## src/ptw_pkg.sv

```systemverilog
`timescale 1ns / 1ps
`default_nettype none

package ptw_pkg;

    localparam int unsigned TABLE_PAGES_DEFAULT = 8;
    localparam int unsigned ENTRIES_PER_PAGE    = 512;
    localparam int unsigned IDX_W               = 9;
    localparam int unsigned FRAME_W             = 40;
    localparam int unsigned SLOT_W              = 12;
    localparam int unsigned WORD_W              = 64;
    localparam int unsigned VA_W                = 48;
    localparam int unsigned PA_W                = 52;
    localparam int unsigned OFFSET_W            = 12;
    localparam int unsigned LVL_W               = 2;
    localparam int unsigned PRESENT_BIT         = 0;
    localparam int unsigned USER_BIT            = 2;
    localparam int unsigned FRAME_LSB           = 12;

    localparam logic       MODE_WRITE = 1'b0;
    localparam logic       MODE_WALK  = 1'b1;
    localparam logic [1:0] LVL_TOP    = 2'd0;
    localparam logic [1:0] LVL_LEAF   = 2'd3;

    typedef struct packed {
        logic                mode;
        logic [SLOT_W-1:0]   entry_slot;
        logic [WORD_W-1:0]   entry_word;
        logic [VA_W-1:0]     virt_addr;
    } t_in_item;

    typedef struct packed {
        logic                ok;
        logic [PA_W-1:0]     phys_addr;
        logic [LVL_W-1:0]    fault_level;
    } t_out_item;

    typedef enum logic [1:0] {
        RES_WRITE = 2'd0,
        RES_FAULT = 2'd1,
        RES_WALK  = 2'd2
    } t_res_kind;

    typedef struct packed {
        logic              clr_write;
        logic              mem_wr;
        logic              accept;
        logic              rd_root;
        logic              rd_next;
        logic              res_load;
        t_res_kind         res_kind;
        logic [LVL_W-1:0]  level;
    } t_dp_cmd;

    typedef struct packed {
        logic clr_last;
        logic root_in_range;
        logic entry_ok;
        logic next_in_range;
    } t_dp_stat;

endpackage

`default_nettype wire

```

## src/ptw_ctrl.sv

```systemverilog
`timescale 1ns / 1ps
`default_nettype none

module ptw_ctrl import ptw_pkg::*; (
    input  wire logic     i_clk,
    input  wire logic     i_rst_n,
    input  wire logic     start,
    input  wire logic     i_mode,
    input  wire t_dp_stat i_stat,
    output t_dp_cmd       o_cmd,
    output logic          busy
);

    typedef enum logic [2:0] {
        ST_CLEAR = 3'b001,
        ST_IDLE  = 3'b010,
        ST_WALK  = 3'b100
    } t_state;

    t_state            r_state, n_state;
    logic [LVL_W-1:0]  r_level, n_level;

    always_ff @(posedge i_clk) begin
        if (!i_rst_n) begin
            r_state <= ST_CLEAR;
            r_level <= LVL_TOP;
        end else begin
            r_state <= n_state;
            r_level <= n_level;
        end
    end

    always_comb begin
        n_state = r_state;
        n_level = r_level;
        o_cmd   = '0;
        o_cmd.res_kind = RES_WRITE;
        busy    = 1'b1;
        unique case (r_state)
            ST_CLEAR: begin
                o_cmd.clr_write = 1'b1;
                if (i_stat.clr_last) begin
                    n_state = ST_IDLE;
                end
            end
            ST_IDLE: begin
                busy = 1'b0;
                if (start) begin
                    if (i_mode == MODE_WRITE) begin
                        o_cmd.mem_wr   = 1'b1;
                        o_cmd.res_load = 1'b1;
                        o_cmd.res_kind = RES_WRITE;
                    end else if (i_stat.root_in_range) begin
                        o_cmd.accept  = 1'b1;
                        o_cmd.rd_root = 1'b1;
                        n_level       = LVL_TOP;
                        n_state       = ST_WALK;
                    end else begin
                        o_cmd.res_load = 1'b1;
                        o_cmd.res_kind = RES_FAULT;
                        o_cmd.level    = LVL_TOP;
                    end
                end
            end
            ST_WALK: begin
                if (!i_stat.entry_ok) begin
                    o_cmd.res_load = 1'b1;
                    o_cmd.res_kind = RES_FAULT;
                    o_cmd.level    = r_level;
                    n_state        = ST_IDLE;
                end else if (r_level == LVL_LEAF) begin
                    o_cmd.res_load = 1'b1;
                    o_cmd.res_kind = RES_WALK;
                    n_state        = ST_IDLE;
                end else if (!i_stat.next_in_range) begin
                    o_cmd.res_load = 1'b1;
                    o_cmd.res_kind = RES_FAULT;
                    o_cmd.level    = r_level + 2'd1;
                    n_state        = ST_IDLE;
                end else begin
                    o_cmd.rd_next = 1'b1;
                    o_cmd.level   = r_level + 2'd1;
                    n_level       = r_level + 2'd1;
                end
            end
            default: begin
                n_state = ST_CLEAR;
            end
        endcase
    end

endmodule

`default_nettype wire

```

## config.mk

```make
export PLATFORM = sky130hd
export DESIGN_NAME = ptw_ctrl
export DESIGN_NICKNAME = d
export VERILOG_FILES = /design/src/ptw_pkg.sv /design/src/ptw_ctrl.sv
export SDC_FILE = /design/constraint.sdc
export NUM_CORES = 1
export LEC_CHECK = 0
export BUFFER_PORTS_ARGS = -buffer_cell sky130_fd_sc_hd__buf_4
export CELL_PAD_IN_SITES_DETAIL_PLACEMENT = 1
export CELL_PAD_IN_SITES_GLOBAL_PLACEMENT = 2
export CORE_MARGIN = 2
export CORE_UTILIZATION = 20
export CTS_CLUSTER_DIAMETER = 40
export CTS_CLUSTER_SIZE = 40
export DETAILED_ROUTE_END_ITERATION = 8
export GPL_TIMING_DRIVEN = 0
export PLACE_DENSITY_LB_ADDON = 0.2
export RECOVER_POWER = 100
export SETUP_SLACK_MARGIN = 0.4
export SLEW_MARGIN = 20
export SYNTH_ARGS = -nofsm -noshare
export SYNTH_HDL_FRONTEND = slang
export SYNTH_SLANG_ARGS = --single-unit
export TNS_END_PERCENT = 30
```

## constraint.sdc

```tcl
create_clock -name i_clk -period 2.3 [get_ports i_clk]
set_clock_uncertainty 0.15 [all_clocks]
set_input_delay 0.46 -clock i_clk [delete_from_list [all_inputs] [get_ports i_clk]]
set_output_delay 0.46 -clock i_clk [all_outputs]
set_load 0.02 [all_outputs]
```

==> results.md <==
* CP Data Required Time at 1.69 ns
* Most common cell in the synthesized netlist: nor2_1
* Antenna cells at 0
* Pwr Total at roughly 250 uW
* EDFF count, synth at 0
* Worst reg2reg path depth at 7
* Net Sw Frac at 25.6%
* Initial DRC Count at 5
* Detailed placement HPWL at around 800 um
* Final count of hold timing violations at 0
* Fin. max-slew vios at 0
* CTS tree: yes
* Mapped Nets at slightly above 60
* Worst setup SP type: register
* Outcome: completed
* Num CTS Buffers at 3
* Die area at approximately 2200 um2
* Global Route Usage Sum at around 13%
* Nets at 94
* CP arrival at 1.54 ns
* VDD IR-drop max at ~0.26 mV
* Post-place setup slack at about 0.27 ns
* M1 GR Usage at 14.7%
* Met3 Use GR at under 10%
* # rows at 15
* Fin crit period at between 2 and 2.5 ns
* PwrDens at roughly 360 nW/um2
* Met2 global-route usage at a little under a quarter
* I/O pins at 19
* Synth Instances at 52
* RSZ-0062 raised after global routing: true
* Final Cycle Share at ~93%
* Clock power share at around 40%
* DRC at 0
* Register area share after synthesis at between 20% and 30%
* Setup crit end kind: primary output
* Clk sinks at 5
* Slew @ Worst Pin at 0.312 ns
* HP Class: input port to register
* Initial Utilization at 21.2%
* Sequential cell area at approximately 110 um2
* Combinational share of power at a little under a quarter
* Max-cap violations at 0
* Root Buffer Master: clkbuf_4
* Total grt overflow at 0
* Via count at 458
* Mean Syn Cell Area at ~7.1 um2
* Die extent in y at ~47 um
* P_int at roughly 190 uW
* FFs w/ async S/R, synth at 0%
* Commonest cells in the netlist: nor2_1, inv_1, dfxtp_1, nand2_1, o22ai_1
* Via/cell ratio at ~4.2
* Setup slack after layout at approximately 0.15 ns
* PortBufs at 18
* Hold WS at around 0.34 ns
* Part of the power in registers at between 30% and 40%
* Vias in the first global route at approximately 460
* First-pass GRT wire length at roughly 1.9 mm
* Synth warn at 0
* Synth Flop Type: dfxtp_1
* F_max at roughly 470 MHz
* DR pass1 iterations at 4
* Busiest layer in global routing: met2
* Multi-input gate area at 264 um2
* Total Wirelength at between 1 and 1.5 mm
* Post-route ant nets at 0
* Gpl congestion at 0.633
* Area leader, netlist: dfxtp_1
* Layout overhead on the synthesized area at 86.0%
* Clock tree buffer depth at 2
* Initial antenna violation count at 0
* Critical Path Fanout Max at 5
* Static Leakage at just over 0.3 nW
* Count of cell types in the netlist at 22
* Setup Total Neg Slack at 0 ns
* Critical path's slowest cell: dfxtp_4
* Crit Path Category: register to primary output
* Yosys top cell area share at roughly 27%
* Mapped cell area at roughly 370 um2
* Critical path, cell by cell: buf_4 -> nor3b_4 -> nand2_1 -> o32ai_2 -> clkbuf_2
* DIE WIDTH at 46.8 um
* Fraction of layout cells with a size suffix above 1 at 45.2%
* Core Util, Final at around 39%
* Filler cells at 221
* CTS clk-pin slew, worst paths at roughly 0.050 ns
* Final setup violation count at 0
* Insertion delay to the later sink of the worst-skew pair at around 0.24 ns
* Yosys reg bits at 5
* Avg WL per Cell at between 10 and 15 um
* H-Tree Depth at 1
* Synth top area cells: dfxtp_1, nor2_1, o22ai_1, inv_1, nor3b_1
* Core Region at between 1500 and 2000 um2
* Largest net degree at the start of global routing at 9
* Net Sw Power at roughly 64 uW
* Hold Path Depth at 2
* Slew HR at approximately 80%
* CP peak stage delay at about 0.33 ns
==> area by class of cell <==
| cell class | count | area share [%] |
|---|---|---|
| sequential | 5 | 16.0 |
| inverter | 6 | 3.30 |
| timing repair buffer | 28 | 30.5 |
| tap | 25 | 4.59 |
| multi-input combinational | 39 | 38.7 |
| clock buffer | 4 | 3.85 |
| buffer | 2 | 3.12 |
==> flip-flops by register name, indices dropped and copies added, names as in the netlist <==
register,count
r_state,3
r_level,2
==> through the flow <==
step,std cells,cell area (um2)
floorplan,52,377
global placement,95,543
detailed placement,95,543
CTS,109,707
global route,109,682
finish,109,682
==> repair_timing <==
| item | 4_1_cts | 5_1_grt |
|---|---|---|
| cloned | 0 | 0 |
| pin swaps | 2 | 0 |
| setup endpoints to repair | 10 | 10 |
| gates resized for setup | 19 | 0 |
| setup buffers | 10 | 0 |
| hold buffers | 0 | 0 |
==> logic make-up after synthesis <==
kind of cell,synth area share (%)
simple gates,39.6
compound gates,15.0
xor+xnor,2.39
flops,27.3
mux,2.73
buf+inv,9.56
fa+ha+maj,3.41
==> power by group through the flow <==
stage	clock network, mW	logic (mW)	registers, mW
after global routing	0.113	0.0642	0.0906
after CTS	0.0992	0.0607	0.0901
after global placement	0	0.0424	0.0948
after floorplan	0	0.0215	0.0939
final	0.0998	0.0584	0.0904
after detailed placement	0	0.0428	0.0948
==> critical path: cells and delay by family (launching register included) <==
kind	cells	cell delay (ns)
buffers and inverters	2	0.37
AND/OR/NAND/NOR	2	0.36
AO/OA/AOI/OAI	1	0.23
flip-flops	1	0.33
==> final timing paths <==
path | startpoint | endpoint | slack, ns
min reg2reg | r_level[1]$_SDFFE_PN0P_ | r_level[1]$_SDFFE_PN0P_ | 0.34
max reg2reg | r_level[0]$_SDFFE_PN0P_ | r_level[1]$_SDFFE_PN0P_ | 0.48
max | r_state[2]$_SDFFE_PN0P_ | o_cmd[2] | 0.15
min | i_rst_n | r_state[0]$_SDFFE_PN1P_ | 0.34
==> cell usage in the layout, fill, tap and decap left out <==
| cell type | count |
|---|---|
| buf_4 | 21 |
| nor2_1 | 8 |
| inv_1 | 5 |
| nand2_1 | 5 |
| clkbuf_4 | 4 |
| clkbuf_1 | 4 |
| o22ai_1 | 3 |
| buf_6 | 3 |
| nand3_1 | 2 |
| nor3b_1 | 2 |
| nand2b_1 | 2 |
| o21ai_0 | 2 |
| and2_0 | 2 |
| dfxtp_1 | 2 |
| dfxtp_4 | 2 |
| nor3b_4 | 1 |
| or3b_1 | 1 |
| clkbuf_8 | 1 |
| mux2i_1 | 1 |
| o32ai_2 | 1 |
| a21oi_1 | 1 |
| and2_1 | 1 |
| nand3b_1 | 1 |
| o22ai_4 | 1 |
| or2_0 | 1 |
| inv_2 | 1 |
| and3b_2 | 1 |
| a31oi_1 | 1 |
| xnor2_1 | 1 |
| ha_1 | 1 |
| clkbuf_2 | 1 |
| dfxtp_2 | 1 |
==> layer usage <==
| metal | wire (um) | vias to the layer above |
|---|---|---|
| met4 | 0 | 0 |
| met5 | 0 | - |
| li1 | - | 238 |
| met1 | 504 | 210 |
| met2 | 648 | 10 |
| met3 | 50 | 0 |
(Power assumes the default switching activity.)
